===== config.mk =====
export PLATFORM = sky130hd
export DESIGN_NAME = crct_ram
export DESIGN_NICKNAME = d
export VERILOG_FILES = /design/src/rtl/core/crct_ram.sv
export SDC_FILE = /design/constraint.sdc
export NUM_CORES = 1
export LEC_CHECK = 0
export ABC_AREA = 1
export BUFFER_PORTS_ARGS = -buffer_cell sky130_fd_sc_hd__buf_2
export CORE_UTILIZATION = 60
export DETAILED_ROUTE_END_ITERATION = 12
export GPL_TIMING_DRIVEN = 0
export PLACE_DENSITY = 0.78
export SETUP_SLACK_MARGIN = 0.3
export SYNTH_ARGS = -nofsm -noshare
export SYNTH_HDL_FRONTEND = slang
export SYNTH_SLANG_ARGS = --single-unit

===== constraint.sdc =====
create_clock -name clk -period 1.9 [get_ports clk]
set_input_delay 0.38 -clock clk [delete_from_list [all_inputs] [get_ports clk]]
set_output_delay 0.38 -clock clk [all_outputs]
set_load 0.01 [all_outputs]

===== src/rtl/core/crct_ram.sv =====
module crct_ram #(
  parameter int WIDTH = 8,
  parameter int DEPTH = 16
) (
  input  logic                     clk,
  input  logic                     we,
  input  logic [$clog2(DEPTH)-1:0] waddr,
  input  logic [WIDTH-1:0]         wdata,
  input  logic                     re,
  input  logic [$clog2(DEPTH)-1:0] raddr,
  output logic [WIDTH-1:0]         rdata
);

  logic [WIDTH-1:0] mem [DEPTH];

  always_ff @(posedge clk) begin
    if (we) begin
      mem[waddr] <= wdata;
    end
    if (re) begin
      rdata <= mem[raddr];
    end
  end

endmodule


# == Word-level counts from Yosys, hierarchy flattened ==
# Memories as Yosys holds them, arrays and structs flattened. A register that Yosys moved wholly into a read port is not among the register bits.
# Cells that the tools add are included.
# totals
elab_cells,3
mem_count,1
input_bits,19
ramBits,128
regBits,0
# mem_list
name,words,word_bits,rd,rd_ports_with_merged_regs,write_ports,line,source
mem,16,8,1,1,1,14,logic [WIDTH-1:0] mem [DEPTH];
# classes
muxes,2
# ops
operator,n
1-bit 2-to-1 mux,2

# == Longest topological paths before layout ==
# Gate-level depths: netlist of run 1.
# depth
ltp_word,2
mapped_depth,8
mapped_depth_nobuf,7

# == Worst setup path after synthesis of run 1 ==
# OpenSTA, ideal clock, no wires.
# synth_timing
kind,input to register
start,in waddr[2]
end,mem mem[10][0] (enable)
arrival_time_ns,0.961
slack_ns,0.569
setup_ns,0.370
stages,2
path_cell_list,nand3b_1 > nor2_1
# synth_rtl
element,line,source
"start, declared",7,"input logic [$clog2(DEPTH)-1:0] waddr,"
"end, declared",14,
# No word-level cell before the write port.

# == Final worst setup path of run 1 ==
# layout_timing
start,reg rdata[0] (read register of mem)
end,out rdata[0]
# layout_rtl
element,line,source
"start, declared",11,output logic [WIDTH-1:0] rdata
# No word-level cell between the ends.

==> metrics.txt, run 1 <==
outcome completed; DR WL/cell roughly 19 um; Slew Limit Fails 0; min cycle time layout 1.389 ns; drt pass-1 iters 6; Reg-to-Reg End rdata[0]; Final Cycle Share 0.7313; mux contribution to synthesized area 0; vias in the first global route 3917; pin count of the biggest net entering global routing 17; share of cells above drive strength 1 0.1320; maxcap violations 0; Synth cell types 11; Final Routed Wirelength about 14000 um; CTS tree done; Pwr per Cell Area around 1100 nW/um^2; main combinational cell family by area after synthesis simple AND/OR/NAND/NOR gates; Worst-Skew Late Latency 0.52 ns; cts repair resizes 0; CTS Buf Count 17; worst setup path category flip-flop to output port; worst hold path class input pin to flip-flop; final setup violation count 0; fmax roughly 700 MHz; HPWL after DPL between 8000 and 9000 um; cell-by-cell trace of the critical path buf_2; CTS root buf clkbuf_8; Final nets 612; Initial Utilization 0.6268; Netlist Area Pre-Place 5847 um^2; fin worst setup slack 0.5106 ns; reg2reg start mem[2][0]; grt ovf 0; I/O pins 27; Yosys warnings 0; Crit path max-delay family flip-flops; Antenna Cells 0; Longest Clk Path Bufs 2; crit end category output port; relative slew slack 0.4180; Fin. Hold Viols 0; WP data arrival around 1.0 ns; DR WL met3 approximately 1700 um; CP Buf/Inv Count 1; syn_area_per_cell roughly 11 um^2; hold path startpoint re; Post-CTS Hold Buffers 0; Reg2Reg Depth 6; crit path max-delay cell type edfxtp_1; Reg clk slew, reported paths 0.06 ns; htree depth 4; CP max stage delay 0.36 ns; Post-Syn Instances 551; setup_tns 0 ns; DR top layer met4; Data required, critical path 1.52 ns; Final Util 0.7188; global-route wire length before repair 21080 um; Worst Hold Slack 0.1989 ns; DP Worst Slack between 0.09 and 0.1 ns; vias 4108; Critical Path Fanout Max 1; postcts setup bufs 0; Seq/Total Area, Yosys 0.6985; hold path depth 1; Worst path depth 1; Final Skew between 0.007 and 0.008 ns; Via density approximately 5.6; die width 100.7 um; Critical Path End rdata[0]; Area Overhead vs Synth 14.68%; syn_nets 570; GPL Wtd Cong between 0.8 and 0.9; antenna violations before repair 0; Initial DRC Count 551; RSZ-0062 raised after global routing false; GRT Util Overall 0.2968; CP Launch Type flip-flop; die area 10140 um^2; commonest cells after routing, fill and taps aside nand2_1, edfxtp_1, inv_1; number of synthesized register bits ~140; Met2 Wirelength 6337 um; flop-to-flop setup slack 0.71 ns; worst slew pin tran 0.8698 ns; adder-cell share of the synthesized area 0; Die H 100.7 um; Synth Area in Compound Gates 0; # DRC 0; Core Footprint 9328 um^2; ANT nets after route 0; number of I/O port buffers 23; post-synthesis simple-gate area fraction 0.2076; area share of xor/xnor cells in the synthesized design 0; commonest non-fill, non-tap cell in the layout nand2_1; num rows 35; M1 WL 5444 um; leakage power 0.002888 uW; Worst VDD drop 0.0007982 V; clk sinks around 140; crit path from rdata[0]
==> report_power, final <==
group	internal [uW]	switching, uW	total [uW]
logic	126	318	444
registers	3380	15.7	3400
clock network	1890	1320	3220
total	5400	1660	7060
==> Yosys cell counts <==
| library cell | n | area [um^2] |
|---|---|---|
| buf_6 | 6 | 67.56 |
| nand3_1 | 97 | 485.5 |
| inv_2 | 2 | 7.510 |
| buf_2 | 13 | 65.06 |
| buf_1 | 1 | 3.750 |
| nor2_1 | 17 | 63.81 |
| inv_1 | 100 | 375.4 |
| edfxtp_1 | 136 | 4084 |
| nand2_1 | 173 | 649.4 |
| nand3b_1 | 2 | 15.01 |
| buf_4 | 4 | 30.03 |
==> registers in the layout, summed over array words and instances (netlist names) <==
register  cells
rdata         8
mem         128
==> worst min path at each step <==
stage	to	slack (ns)
3_5_place_dp	rdata[6]	0.72
4_1_cts	rdata[6]	0.19
5_1_grt	rdata[1]	0.20
2_1_floorplan	mem[0][0]	0.48
6_report	rdata[6]	0.20
3_3_place_gp	rdata[6]	0.71
==> cell families (layout without fill, tap and decap cells) <==
family,after synthesis,in the layout
buf+inv,126,181
simple gates,289,289
flops,136,136
==> layout make-up <==
cell class / instances / area (um^2)
Buffer: 24 / 166.4
Clock buffer: 17 / 414.1
Clock inverter: 15 / 167.7
Fill cell: 635 / 2623
Inverter: 102 / 382.9
Multi-Input combinational cell: 289 / 1214
Sequential cell: 136 / 4084
Tap cell: 129 / 161.4
Timing Repair Buffer: 23 / 115.1
==> stage by stage <==
step / total power, uW / std cells / area [um^2]
detailed placement: 3887 / 703 / 6123
finish: 7055 / 735 / 6705
floorplan: 3702 / 551 / 5847
global placement: 3871 / 703 / 6123
global route: 7195 / 735 / 6705
CTS: 7037 / 735 / 6705
==> layer usage <==
layer | up-vias | GRT usage
met5 | - | 0
met3 | 30 | 0.08183
met1 | 1943 | 0.4073
met4 | 0 | 0.1315
li1 | 1868 | -
met2 | 267 | 0.4478
No activity file was read; power rests on OpenSTA's default activity.
==> run 2: changes to the inputs <==
--- a/config.mk
+++ b/config.mk
@@ -7,10 +7,10 @@
 export LEC_CHECK = 0
 export ABC_AREA = 1
 export BUFFER_PORTS_ARGS = -buffer_cell sky130_fd_sc_hd__buf_2
-export CORE_UTILIZATION = 60
+export CORE_UTILIZATION = 55
 export DETAILED_ROUTE_END_ITERATION = 12
 export GPL_TIMING_DRIVEN = 0
-export PLACE_DENSITY = 0.78
+export PLACE_DENSITY = 0.75
 export SETUP_SLACK_MARGIN = 0.3
 export SYNTH_ARGS = -nofsm -noshare
 export SYNTH_HDL_FRONTEND = slang
==> constraint.sdc (replaced) <==
create_clock -name clk -period 1.1 [get_ports clk]
set_input_delay 0.22 -clock clk [delete_from_list [all_inputs] [get_ports clk]]
set_output_delay 0.22 -clock clk [all_outputs]
set_load 0.01 [all_outputs]
==> run 2 against run 1 <==
Net effect:
- the run now ends with setup timing left
- clock-buffer cell count rose by 2
- wire length rose by 7.1%
- via count barely moved
- utilization rose by 1.4 points
- power rose by 78%
- final cell count rose by 1.9%
- critical path type unchanged
- largest cell class unchanged
- largest power group unchanged
==> metrics.txt, run 2 (same netlist as run 1, synthesis figures left out) <==
commonest non-fill, non-tap cell in the layout edfxtp_1 (was nand2_1); antenna violations before repair 0 (unchanged); Final Cycle Share 1.131; Reg clk slew, reported paths 0.06 ns (about the same); number of I/O port buffers 23 (unchanged); Via density 5.483 (was 5.589); Data required, critical path 0.88 ns (was 1.52 ns); Worst-Skew Late Latency 0.53 ns (was 0.52 ns); pin count of the biggest net entering global routing 17 (unchanged); hold path depth 1 (unchanged); met3 usage 0.05178 (was 0.08183); HPWL after DPL 9076 um (was 8638 um); Longest Clk Path Bufs 2 (unchanged); global-route wire length before repair 22600 um (was 21080 um); Final Util 0.7328 (was 0.7188); crit path max-delay cell type edfxtp_1 (unchanged); worst slew pin tran 0.4040 ns (was 0.8698 ns); Worst VDD drop 0.001187 V (was 0.0007982 V); Crit path max-delay family flip-flops (unchanged); leakage power 0.003167 uW (was 0.002888 uW); reg2reg start mem[14][0] (was mem[2][0]); share of cells above drive strength 1 0.3556 (was 0.1320); Area Overhead vs Synth 29.38% (was 14.68%); Final Routed Wirelength 14810 um (was 13830 um); WHS Endpoint rdata[0] (was rdata[6]); setup_tns -1.116 ns (was 0 ns); crit end category output port (unchanged); CTS root buf clkbuf_8 (unchanged); Final Skew 0.003999 ns (was 0.007316 ns); violated checks setup timing; outcome finished, violations left (was completed); num rows 37 (was 35); fmax 803.8 MHz; # fillers 675 (was 635); CTS Buf Count 17 (unchanged); Reg with most FFs mem (unchanged); Reg-to-Reg End rdata[0] (unchanged); die width 105.1 um (was 100.7 um); vias in the first global route 3973 (was 3917); cell-by-cell trace of the critical path buf_2 (unchanged); relative slew slack 0.7307 (was 0.4180); Die H 105.1 um (was 100.7 um); Fin. Hold Viols 0 (unchanged); # DRC 0 (unchanged); Multi-input gate area 1827 um^2 (was 1214 um^2); Final nets 621 (was 612); CP max stage delay 0.35 ns (was 0.36 ns); met1 Use GR 0.4047 (was 0.4073); Reg2Reg Depth 6 (unchanged); maxcap violations 0 (unchanged); M2 GR Usage 0.4314 (was 0.4478); CTS tree done (unchanged); drt pass-1 iters 7 (was 6); Initial Utilization 0.5664 (was 0.6268); Pwr per Cell Area 1661 nW/um^2 (was 1052 nW/um^2); GRT busiest layer met2 (unchanged); flop-to-flop setup slack 0 ns (was 0.71 ns); commonest cells after routing, fill and taps aside edfxtp_1, nand2_1, inv_1 (was nand2_1, edfxtp_1, inv_1); clk sinks 136 (unchanged); Critical Path Fanout Max 1 (unchanged); ANT nets after route 0 (unchanged); GPL Wtd Cong 0.9090 (was 0.8772); vias 4107 (was 4108); min cycle time layout 1.244 ns; grt ovf 0 (unchanged); top flop regs mem (128), rdata (8) (unchanged); die area 11050 um^2 (was 10140 um^2); RSZ-0062 raised after global routing true (was false); fin worst setup slack -0.1440 ns (was 0.5106 ns); I/O pins 27 (unchanged); final setup violation count 8 (was 0); Reg area 4084 um^2 (unchanged); DR WL/cell 19.78 um (was 18.81 um); worst setup path category flip-flop to output port (unchanged); Post-CTS Hold Buffers 0 (unchanged); Antenna Cells 0 (unchanged); Initial DRC Count 458 (was 551); CP Launch Type flip-flop (unchanged); Core Footprint 10320 um^2 (was 9328 um^2); htree depth 4 (unchanged); CP Buf/Inv Count 1 (unchanged); max reg flops 128 (unchanged); worst hold path class input pin to flip-flop (unchanged); Slew Limit Fails 0 (unchanged); hold path startpoint re (unchanged); WP data arrival 1.02 ns (was 1.01 ns); GRT Util Overall 0.2858 (was 0.2968)
-- run 2: cell count changes in the layout (fill, tap and decap cells not counted), moves of 6 or more --
cell,delta
inv_1,-6
nand3_1,-66
buf_12,+6
buf_6,+10
nand2_1,-46
nor2_4,+17
nand2_2,+41
nand3_2,+64
nor2_1,-17
buf_2,-9
-- run 2: power by group --
group	total (uW)	leakage (uW)	switching, uW	internal (uW)
Combinational	1040	0.00166	694	341
Sequential	5870	0.00124	29.0	5840
Clock	5660	0.000276	2040	3620
Total	12600	0.00317	2760	9800
-- run 2: cell type report --
type                    count  area share
multi-input cells         289      0.2415
clock buffers              19     0.05574
plain buffers              24     0.03325
inverters                 102     0.05227
repair buffers             32     0.03424
clock inverters            11     0.02067
flip-flops and latches    136      0.5399
well taps                 136     0.02249
-- run 2: worst max-delay path by stage --
stage | from | endpoint | depth (start not counted)
2_1_floorplan | waddr[2] | mem[10][0] | 2
3_3_place_gp | waddr[3] | mem[4][4] | 3
3_5_place_dp | waddr[2] | mem[9][1] | 3
4_1_cts | rdata[6] | rdata[6] | 1
5_1_grt | rdata[4] | rdata[4] | 1
6_report | rdata[6] | rdata[6] | 1
-- run 2: routing by layer --
layer,up-vias,routed length [um]
li1,1885,-
met1,1983,6065
met2,202,7056
met3,37,1222
met4,0,467
met5,-,0
-- run 2: what timing repair did --
action | CTS | global route
resized for setup | 64 | 47
setup buffers | 7 | 2
endpoints found under the setup margin | 80 | 56
pin swaps | 37 | 42
gates cloned | 0 | 0
-- run 2: per-stage QoR --
stage                     total power [uW]  hold slack, ns  worst slack [ns]  area, um^2  instances
after floorplan                       6479          0.3189          0.006359        6107        551
after global placement                6784          0.5582           -0.4209        6392        710
after detailed placement              6810          0.5682           -0.4460        6392        710
after CTS                            12440         0.02165           -0.1555        7357        747
after global routing                 12840         0.03891           -0.1832        7565        749
final                                12560         0.02570           -0.1440        7565        749
