==> config.mk <==
export PLATFORM = sky130hd
export DESIGN_NAME = crct_alu
export DESIGN_NICKNAME = d
export VERILOG_FILES = /design/src/rtl/core/crct_pkg.sv /design/src/rtl/core/crct_alu.sv
export SDC_FILE = /design/constraint.sdc
export NUM_CORES = 1
export LEC_CHECK = 0
export BUFFER_PORTS_ARGS = -buffer_cell sky130_fd_sc_hd__buf_4
export CAP_MARGIN = 5
export CORE_UTILIZATION = 48
export DETAILED_ROUTE_END_ITERATION = 6
export GPL_TIMING_DRIVEN = 1
export PLACE_DENSITY = 0.82
export SETUP_SLACK_MARGIN = 0.15
export SLEW_MARGIN = 20
export SYNTH_ARGS = -nofsm -noshare
export SYNTH_HDL_FRONTEND = slang
export SYNTH_SLANG_ARGS = --single-unit
==> constraint.sdc <==
create_clock -name vclk -period 2.8
set_input_delay 0 -clock vclk [all_inputs]
set_output_delay 0 -clock vclk [all_outputs]
set_load 0.005 [all_outputs]
==> src/rtl/core/crct_pkg.sv <==
package crct_pkg;

  localparam int TABLE_DEPTH = 256;
  localparam int IDX_W = $clog2(TABLE_DEPTH);
  localparam int FILL_W = $clog2(TABLE_DEPTH + 1);
  localparam logic [24:0] ALL_BLOCKS = 25'h1000000;

  typedef logic [IDX_W-1:0] idx_t;
  typedef logic [FILL_W-1:0] fill_t;

  typedef enum logic [1:0] {
    CMD_REQUEST = 2'd0,
    CMD_ADVANCE = 2'd1,
    CMD_RELEASE = 2'd2,
    CMD_READ    = 2'd3
  } cmd_t;

  typedef enum logic [3:0] {
    ST_RESET_FULL   = 4'd0,
    ST_COVERED_FULL = 4'd1,
    ST_EXTENDED     = 4'd2,
    ST_COVERED      = 4'd3,
    ST_NEW          = 4'd4,
    ST_DISCARD      = 4'd5,
    ST_ADVANCED     = 4'd6,
    ST_FREED        = 4'd7,
    ST_READ         = 4'd8
  } status_t;

  typedef enum logic [1:0] {
    S_IDLE,
    S_SCAN,
    S_FETCH,
    S_EMIT
  } state_t;

  typedef struct packed {
    cmd_t        cmd;
    logic [15:0] image_id;
    logic [23:0] block;
    logic        whole_image;
    logic [7:0]  slot;
  } req_t;

  typedef struct packed {
    status_t     status;
    logic [7:0]  slot_used;
    logic        entry_valid;
    logic [15:0] entry_image;
    logic [23:0] entry_block;
    logic [24:0] entry_count;
    logic        entry_full;
    logic [8:0]  fill_count;
  } rsp_t;

  typedef struct packed {
    logic [15:0] image;
    logic [23:0] block;
    logic [24:0] count;
    logic        full;
  } entry_t;

  typedef struct packed {
    logic        start_le;
    logic        end_eq;
    logic        end_gt;
    logic [24:0] rem_cnt;
    logic [24:0] inc_cnt;
  } alu_res_t;

endpackage

==> src/rtl/core/crct_alu.sv <==
module crct_alu import crct_pkg::*; (
  input  entry_t      ent,
  input  logic [23:0] blk,
  output alu_res_t    res
);

  logic [25:0]        end_w;
  logic signed [26:0] diff;

  assign end_w = 26'(ent.block) + 26'(ent.count);
  assign diff = signed'(27'(end_w)) - signed'(27'(blk));

  always_comb begin
    res.start_le = (ent.block <= blk);
    res.end_eq = (diff == 27'sd0);
    res.end_gt = (diff > 27'sd0);
    res.rem_cnt = (diff > 27'sd16777216) ? ALL_BLOCKS : diff[24:0];
    res.inc_cnt = ent.count + 25'd1;
  end

endmodule

## After elaboration in Yosys (flattened, before gate mapping)

Cells that the tools add are included.

- Logic and storage cells: 8
- Input bits: 90
- Output and inout port bits: 53
- Register bits: 0

- Muxes and demuxes: 1
- Add/sub/neg operators: 3
- Order comparisons: 3
- Reduce and logical (&&, ||, !) cells: 1

Operators with widths:

| kind | number |
|---|---|
| > comparator 27 x 1 -> 1 bit, second input constant | 1 |
| > comparator 27 x 26 -> 1 bit, second input constant | 1 |
| logical NOT 27 bit | 1 |
| subtractor 26 x 24 -> 27 bit | 1 |
| adder 24 x 25 -> 26 bit | 1 |
| adder 25 x 1 -> 25 bit, second input constant | 1 |
| two-way mux 25 bit | 1 |
| <= comparator 24 bit | 1 |

## Longest topological paths before layout

Gate-level depths: netlist of run 1.

- Depth after elaboration: 4
- Mapped depth: 15

## Worst setup path before layout of run 1

No wires, ideal clock.

- Kind: input to output
- Start: in ent[9] in the netlist's numbering
- End: out res[29] in the netlist's numbering
- Cell stages on the path: 15
- Path slack: -199 ps
- Data required time: 2,800 ps
- Path buffers: 2
- Data arrival time: 2,999 ps
- Cell sequence: inv_1 -> fa_1 -> inv_1 -> ha_1 -> clkbuf_2 -> and3_1 -> and3_4 -> a211oi_2 -> a21oi_2 -> a221o_1 -> xnor2_2 -> a22oi_4 -> a21boi_4 -> buf_8 -> nor2_2

RTL lines:

| what | RTL line | RTL |
|---|---|---|
| start, declared | crct_alu.sv:2 | `input entry_t ent,` |
| end, declared | crct_alu.sv:4 | `output alu_res_t res` |

==> metrics.md, run 1 <==
| Metric | Value |
|---|---|
| Gr usage total | `32.23%` |
| ANT cells | `0` |
| Die height | `90.40 um` |
| Gr busiest metal | `met2` |
| Final Setup Violations | `27` |
| Final hold violations | `0` |
| Largest family of logic cells by synthesized area | `adder cells` |
| # hold bufs at CTS | `0` |
| Unrepaired setup endpoints after global routing | `yes` |
| Syn Std Cell Area | `3751 um2` |
| Max Cap Viol | `0` |
| Outcome | `complete, but fails checks` |
| Register area | `0 um2` |
| Yosys cell types | `69` |
| Gate Count Post-Synth | `529` |
| Post-route DRC | `0` |
| Synthesized area per cell | `7.091 um2` |
| Wire length of the first global-routing pass | `22150 um` |
| Critical Path Start Type | `primary input` |
| Post-synthesis compound-gate area fraction | `22.35%` |
| HP Class | `in -> out` |
| Met2 usage | `62.98%` |
| Gpl congestion | `0.8765` |
| Rows | `31` |
| CP Capture Type | `output port` |
| Antenna violations before repair | `0` |
| CP most frequent cell | `buf_6` |
| Worst Setup Path Type | `in -> out` |
| Routed vias/inst | `5.650` |
| Final Cycle Share | `120.4%` |
| Die width | `90.40 um` |
| Pleak | `3.510 nW` |
| WP data required | `2800 ps` |
| Simple-gate share of the synthesized area | `22.98%` |
| Critical path's top delay family | `compound AO/OA/AOI/OAI gates` |
| Crit-path max cell delay | `570 ps` |
| Number of global-route vias before repair | `5026` |
| Synth-to-layout area growth | `75.48%` |
| Worst Slack Setup Final | `-570.3 ps` |
| Synth Area in Adders | `30.15%` |
| Placed Area | `5973 um2` |
| DR vias | `5158` |
| Remaining Overflow, GRT | `0` |
| Finished Cell Area | `6583 um2` |
| CP max stage cell | `fa_1` |
| Fin crit period | `3370 ps` |
| Worst path arrival time | `3370 ps` |
| Max FO, Critical Path | `8` |
| Layout cells sized above 1 | `47.54%` |
| I/O Buffers | `126` |
| Net Count, Synth | `695` |
| Pre-antenna DRT Iters | `5` |
| DR WL/cell | `16.79 um` |
| Num sequential | `0` |
| Nets@finish | `982` |
| Multiplexer share of the synthesized area | `1.067%` |
| Initial DRC Count | `329` |
| Final ANT Viol Nets | `0` |
| Worst vdd ir | `0.2013 mV` |
| Met1 Usage GRT | `37.30%` |
| Buf+Inv Stages, Crit Path | `5` |
| Sequential share of the synthesized area | `0%` |
| Max Fclk | `296.7 MHz` |
| Met3 Track Usage GR | `2.357%` |
| Largest net degree at the start of global routing | `10` |
| Core Area | `7408 um2` |
| Synthesis Warnings | `0` |
| Top-count cell post-synth | `inv_1` |
| Starting density of the core | `50.63%` |
| Clkbuf count | `0` |
| Synth area leaders | `ha_1 (17%), fa_1 (13%), inv_1 (12%)` |
| Dpl ws | `-620.9 ps` |
| Pwr/cell area | `465.0 nW/um2` |
| Cell taking the most area after synthesis | `ha_1` |
| Slew Limit Fails | `0` |
| CP cell instances | `buf_6 -> fa_1 -> inv_2 -> fa_2 -> a211oi_2 -> o21ai_2 -> a31o_2 -> or2_4 -> o211ai_1 -> nand4_1 -> nor4_4 -> buf_6 -> a21boi_4 -> buf_12 -> nor2b_1 -> buf_4` |
| Final WL | `15330 um` |
| Synth top area share | `17.34%` |
| Die area | `8172 um2` |
| Slew @ Worst Pin | `763.3 ps` |
| Dpl hpwl | `11070 um` |
| Layout Utilization | `88.85%` |
| XOR/XNOR share of the synthesized area | `9.306%` |
| Commonest cells post-synth | `inv_1 (123), ha_1 (52), nand2_1 (38)` |
| Failing checks | `negative setup slack` |
| Ports | `143` |
| Max_slew headroom | `48.64%` |
[layout make-up]
| cell class | instances | area (um2) |
|---|---|---|
| multi-input combinational | 398 | 3675 |
| tap | 99 | 123.9 |
| timing repair buffer | 293 | 2312 |
| fill | 356 | 825.8 |
| inverter | 123 | 471.7 |
[timing repair]
item,CTS,global route
gates resized for setup,45,50
setup buffers,6,7
cloned,1,0
endpoints found under the setup margin,27,27
pin swaps,17,18
hold endpoints to repair,0,0
[worst min-delay path, stage by stage]
cell	delay (ps)
buf_4	100
xnor2_1	70
buf_4	130
[layout by cell type (no fill, tap or decap), types with 7 or more instances in the layout]
| cell type | count |
|---|---|
| ha_1 | 38 |
| nor3_1 | 13 |
| nor2_4 | 14 |
| a21o_1 | 16 |
| fa_1 | 23 |
| buf_6 | 20 |
| inv_1 | 116 |
| nand4_1 | 11 |
| o21ai_0 | 14 |
| buf_4 | 270 |
| nand2_1 | 37 |
| xnor2_1 | 29 |
| a21oi_2 | 13 |
| and3_1 | 9 |
| xor2_1 | 7 |
| o211ai_1 | 8 |
| nor2_1 | 24 |
| ha_4 | 12 |
| a21oi_1 | 14 |
| nand3_1 | 14 |
[stage by stage]
| step | setup TNS (ps) | hold slack, ps | total power [W] | cells |
|---|---|---|---|---|
| final | -11240 | 296.8 | 0.003061 | 913 |
| after CTS | -7817 | 293.5 | 0.002622 | 906 |
| after global placement | -8708 | 290.9 | 0.002292 | 899 |
| after global routing | -13510 | 314.3 | 0.003223 | 913 |
| after floorplan | -1273 | 26.54 | 0.001231 | 529 |
| after detailed placement | -11070 | 293.7 | 0.002386 | 899 |
[logic make-up after synthesis]
family,count (synthesis)
AOI/OAI and AO/OA,114
xor gates and xnor gates,39
buffers and inverters,132
muxes,4
adders and majority gates,76
and+or+nand+nor,164
[final timing paths]
check / startpoint / end / slack (ps) / cells past startpoint
max: blk[1] / res[26] / -570 / 16
min: ent[25] / res[24] / 300 / 3
[power by group]
group / switching [W] / internal [W]
combinational: 0.00150 / 0.00157
sequential: 0 / 0
clock: 0 / 0
[metal layers]
metal  vias up  part of all wire, %
met1      2453                   38
met2       282                   52
met4         0                  3.8
met3        76                  5.8
li1       2347                    -
met5         -                    0
(Power assumes the default switching activity.)
==> inputs of run 2 (changes only) <==
--- a/config.mk
+++ b/config.mk
@@ -11,7 +11,7 @@
 export DETAILED_ROUTE_END_ITERATION = 6
 export GPL_TIMING_DRIVEN = 1
 export PLACE_DENSITY = 0.82
-export SETUP_SLACK_MARGIN = 0.15
+export SETUP_SLACK_MARGIN = 0.3
 export SLEW_MARGIN = 20
 export SYNTH_ARGS = -nofsm -noshare
 export SYNTH_HDL_FRONTEND = slang
==> metrics.md, run 2 (same netlist as run 1, synthesis figures left out) <==
| Metric | Value |
|---|---|
| Outcome | `complete, but fails checks` |
| Failing checks | `negative setup slack` |
| HP Class | `in -> out` |
| Slew @ Worst Pin | `817.8 ps` |
| Placed insts | `897` |
| Pwr/cell area | `465.2 nW/um2` |
| I/O Buffers | `126` |
| Register area | `0 um2` |
| Antenna violations before repair | `0` |
| Routed vias/inst | `5.780` |
| Worst Slack Setup Final | `-896.0 ps` |
| Gr usage total | `33.52%` |
| Layout cells sized above 1 | `46.80%` |
| Nets@finish | `980` |
| Final Cycle Share | `132.0%` |
| Rows | `31` |
| Combinational power share | `100.0%` |
| Final Setup Violations | `27` |
| Largest net degree at the start of global routing | `16` |
| Max Fclk | `270.6 MHz` |
| Switching portion of total power | `49.25%` |
| # hold bufs at CTS | `0` |
| Clk pwr share | `0%` |
| Die width | `90.40 um` |
| Gpl congestion | `0.8631` |
| Sequential power share | `0%` |
| Final ANT Viol Nets | `0` |
| Number of global-route vias before repair | `5015` |
| Wire length of the first global-routing pass | `22800 um` |
| Starting density of the core | `50.63%` |
| CP most frequent cell | `buf_4` |
| Max_slew headroom | `44.98%` |
| Worst vdd ir | `0.2577 mV` |
| Crit-path max cell delay | `540 ps` |
| Slew Limit Fails | `0` |
| Worst path arrival time | `3700 ps` |
| Dpl ws | `-673.3 ps` |
| CP startpoint | `ent[15]` |
| DR WL/cell | `18.38 um` |
| DR vias | `5266` |
| Die area | `8172 um2` |
| Final hold violations | `0` |
| Die height | `90.40 um` |
| Final WL | `16740 um` |
| Ports | `143` |
| Critical path's top delay family | `simple AND/OR/NAND/NOR gates` |
| Worst Setup Path Type | `in -> out` |
| Clkbuf count | `0` |
| CP Capture Type | `output port` |
| Buf+Inv Stages, Crit Path | `8` |
| Max FO, Critical Path | `8` |
| Synth-to-layout area growth | `75.05%` |
| Critical Path Start Type | `primary input` |
| Max Cap Viol | `0` |
| Post-route DRC | `0` |
| Core Area | `7408 um2` |
| Hold path startpoint | `ent[17]` |
| Most common cell after layout, fill and taps aside | `buf_4` |
| Sw Pwr | `0.001504 W` |
| Unrepaired setup endpoints after global routing | `yes` |
| CP cell instances | `buf_4 -> inv_1 -> fa_1 -> inv_1 -> ha_4 -> buf_4 -> nand2_1 -> buf_4 -> nor3_1 -> nand3_1 -> nand3b_1 -> buf_4 -> xnor2_1 -> nand4_1 -> nor4_4 -> a21boi_4 -> buf_12 -> a21oi_2 -> buf_4` |
| Num sequential | `0` |
| Post-Layout Cell Count | `911` |
| Pre-antenna DRT Iters | `6` |
| Fin crit period | `3696 ps` |
| Pleak | `3.504 nW` |
| Most frequent cells in the layout | `buf_4 (270), inv_1 (118), nand2_1 (37)` |
| Dpl hpwl | `11540 um` |
| ANT cells | `0` |
| Internal | `0.001550 W` |
| Initial DRC Count | `459` |
| WP data required | `2800 ps` |
| Remaining Overflow, GRT | `0` |
| Layout Utilization | `88.63%` |
| Final setup TNS | `-17490 ps` |
| CP max stage cell | `fa_1` |
run 2: changes by cell type in the layout (fill, tap and decap cells not counted), sizes merged:
cell	delta
a21boi	-1
buf	-2
clkbuf	+1
run 2: worst paths after layout:
kind | cells past startpoint | slack, ps | end
min | 3 | 310 | res[16]
max | 19 | -900 | res[36]
run 2: what timing repair did:
action | 4_1_cts | 5_1_grt
cloned | 0 | 1
endpoints found under the setup margin | 27 | 27
pin swaps | 22 | 16
gates resized for setup | 48 | 37
setup buffers | 6 | 7
run 2: power groups by stage:
stage	Sequential [W]	Combinational (W)	Clock, W
final	0	0.00305	0
after global routing	0	0.00320	0
after CTS	0	0.00260	0
after detailed placement	0	0.00237	0
after global placement	0	0.00229	0
after floorplan	0	0.00123	0
run 2: area by class of cell:
| type | instances | area, um2 |
|---|---|---|
| fill | 387 | 842.1 |
| tap | 99 | 123.9 |
| timing repair buffer | 292 | 2297 |
| inverter | 123 | 481.7 |
| multi-input combinational | 397 | 3664 |
run 2: metal layers:
| metal | GRT usage (%) | up-vias | share of wire (%) |
|---|---|---|---|
| met4 | 10.22 | 0 | 6.7 |
| met1 | 39.33 | 2450 | 37 |
| li1 | - | 2353 | - |
| met3 | 2.525 | 111 | 6.9 |
| met5 | 0 | - | 0 |
| met2 | 64.12 | 352 | 49 |
run 2: stage by stage:
step | area, um2 | hold WS [ps] | power (W)
6_report | 6566 | 310.3 | 0.003055
3_3_place_gp | 5968 | 295.8 | 0.002285
5_1_grt | 6566 | 326.5 | 0.003202
4_1_cts | 6326 | 299.7 | 0.002604
3_5_place_dp | 5968 | 299.3 | 0.002366
2_1_floorplan | 3841 | 26.54 | 0.001234
==> inputs of run 3 (changes only) <==
--- a/config.mk
+++ b/config.mk
@@ -5,12 +5,13 @@
 export SDC_FILE = /design/constraint.sdc
 export NUM_CORES = 1
 export LEC_CHECK = 0
+export ABC_AREA = 1
 export BUFFER_PORTS_ARGS = -buffer_cell sky130_fd_sc_hd__buf_4
 export CAP_MARGIN = 5
-export CORE_UTILIZATION = 48
+export CORE_UTILIZATION = 49
 export DETAILED_ROUTE_END_ITERATION = 6
 export GPL_TIMING_DRIVEN = 1
-export PLACE_DENSITY = 0.82
+export PLACE_DENSITY = 0.81
 export SETUP_SLACK_MARGIN = 0.3
 export SLEW_MARGIN = 20
 export SYNTH_ARGS = -nofsm -noshare
==> metrics.md, run 3 <==
| Metric | Value |
|---|---|
| Outcome | `complete, but fails checks` |
| Failing checks | `design-rule violations, negative setup slack` |
| Routed vias/inst | `5.846` |
| Max_slew headroom | `61.20%` |
| Net Count, Synth | `915` |
| Gpl congestion | `0.9117` |
| Dpl hpwl | `9598 um` |
| Largest net degree at the start of global routing | `22` |
| Cell taking the most area after synthesis | `inv_1` |
| CP Capture Type | `output port` |
| Register area | `0 um2` |
| Remaining Overflow, GRT | `0` |
| Max Cap Viol | `0` |
| Final ANT Viol Nets | `0` |
| Pwr/cell area | `434.5 nW/um2` |
| Final setup TNS | `-3564 ps` |
| Max FO, Critical Path | `10` |
| Clkbuf count | `0` |
| Unrepaired setup endpoints after global routing | `yes` |
| Number of global-route vias before repair | `5151` |
| CP most frequent cell | `nand2_1` |
| Gate Count Post-Synth | `749` |
| Crit-path max cell delay | `570 ps` |
| Num sequential | `0` |
| Worst path arrival time | `3000 ps` |
| Pleak | `3.883 nW` |
| Critical Path Start Type | `primary input` |
| WP data required | `2800 ps` |
| Worst Setup Path Type | `in -> out` |
| Starting density of the core | `50.62%` |
| Worst vdd ir | `0.1825 mV` |
| Critical path's top delay family | `simple AND/OR/NAND/NOR gates` |
| Core Area | `8217 um2` |
| Buf+Inv Stages, Crit Path | `5` |
| Rows | `33` |
| Initial DRC Count | `676` |
| Die width | `94.13 um` |
| Max Fclk | `333.6 MHz` |
| Fin crit period | `2998 ps` |
| CP cell instances | `buf_4 -> inv_2 -> fa_1 -> inv_1 -> ha_4 -> a21oi_1 -> nand2_1 -> a21oi_1 -> nand2_1 -> nand2_1 -> nand2_2 -> nor2_1 -> nand2_1 -> nor2_4 -> nand2_4 -> clkbuf_16 -> a21oi_2 -> buf_4` |
| Commonest cells post-synth | `inv_1 (219), nand2_1 (209), ha_1 (52)` |
| Antenna violations before repair | `1` |
| Die area | `8860 um2` |
| Slew @ Worst Pin | `567.3 ps` |
| Pre-antenna DRT Iters | `7` |
| Post-route DRC | `5` |
| Worst Slack Setup Final | `-197.9 ps` |
| Synth area leaders | `inv_1 (20%), nand2_1 (19%), ha_1 (16%)` |
| Nets@finish | `1099` |
| Synthesis Warnings | `0` |
| Layout cells sized above 1 | `48.87%` |
| Post-Layout Cell Count | `1037` |
| Placed insts | `993` |
| DR WL/cell | `17.94 um` |
| Fillcell total | `460` |
| I/O Buffers | `126` |
| Synth top area share | `19.77%` |
| Synth-to-layout area growth | `67.24%` |
| Dpl ws | `-60.44 ps` |
| Syn Std Cell Area | `4159 um2` |
| Final WL | `18610 um` |
| Hold path startpoint | `ent[7]` |
| Final Setup Violations | `27` |
| Top-count cell post-synth | `inv_1` |
| Slew Limit Fails | `0` |
| Final hold violations | `0` |
| Hold path depth | `3` |
| Synthesized area per cell | `5.553 um2` |
| Gr usage total | `30.90%` |
| CP max stage cell | `fa_1` |
| Hold worst-path end | `res[6]` |
| Most frequent cells in the layout | `buf_4 (165), inv_1 (164), nand2_1 (126)` |
| Wire length of the first global-routing pass | `22380 um` |
| Final Cycle Share | `107.1%` |
| Most common cell after layout, fill and taps aside | `buf_4` |
| Die height | `94.13 um` |
| HP Class | `in -> out` |
| Ports | `143` |
| Sequential share of the synthesized area | `0%` |
| Yosys cell types | `33` |
| DR vias | `6062` |
## run 3: cell count changes in the layout (fill, tap and decap cells not counted), moves of 13 or more
cell / delta
inv_2: +48
a21o_1: -15
nand3_2: +13
nand2_4: +33
buf_4: -105
xor2_1: +16
inv_1: +46
nand2_1: +89
xnor2_1: -30
nand2_2: +55
## run 3: cell families (layout without fill, tap and decap cells)
kind of cell,count (synthesis),after routing,share of synthesized area [%]
other,0,1,0
and+or+nand+nor,354,354,37.09
AOI/OAI and AO/OA,67,67,9.447
adders and majority gates,76,76,27.20
xor gates and xnor gates,24,24,5.054
buffers and inverters,228,410,21.21
## run 3: timing repair
item	CTS	global route
hold buffers	0	0
resized for setup	194	143
cloned	1	2
buffers inserted	27	13
setup endpoints to repair	27	27
pin swaps	38	55
## run 3: report_power, final
part	switching, W	internal (W)	total (W)	leakage [nW]
Sequential	0	0	0	0
Clock	0	0.0000000000936	0.0000000000937	0.00000538
Combinational	0.00172	0.00130	0.00302	3.88
Total	0.00172	0.00130	0.00302	3.88
## run 3: metal layers
layer	part of all wire, %	GRT usage [%]	up-vias
li1	-	-	2639
met1	36	38.71	2709
met2	45	54.93	515
met3	11	3.722	199
met4	8.2	9.103	0
met5	0	0	-
## run 3: worst max path at each step
| stage | startpoint | end | cells after the start |
|---|---|---|---|
| 6_report | ent[19] | res[44] | 18 |
| 2_1_floorplan | ent[2] | res[28] | 18 |
| 3_3_place_gp | ent[2] | res[46] | 20 |
| 3_5_place_dp | ent[2] | res[30] | 16 |
| 5_1_grt | ent[19] | res[44] | 18 |
| 4_1_cts | ent[11] | res[26] | 21 |
## run 3: layout make-up
class	count	area, um2	share of cell area (%)
Antenna cell	1	2.502	0.03598
Tap cell	105	131.4	1.889
Inverter	223	857.1	12.32
Timing Repair Buffer	187	1559	22.41
Multi-Input combinational cell	521	4405	63.34
## run 3: through the flow
stage	utilization (%)	hold WS, ps	total power (W)	area (um2)
after global routing	84.62	285.4	0.003200	6953
final	84.65	274.7	0.003022	6955
after CTS	77.31	261.7	0.002321	6352
after floorplan	-	26.54	0.001105	4159
after global placement	65.13	257.2	0.001667	5351
after detailed placement	65.13	260.2	0.001686	5351
## run 3: tightest hold or removal path, delay by kind of cell
kind | cells | cell delay, ps
xor+xnor | 1 | 60
buf+inv | 2 | 220
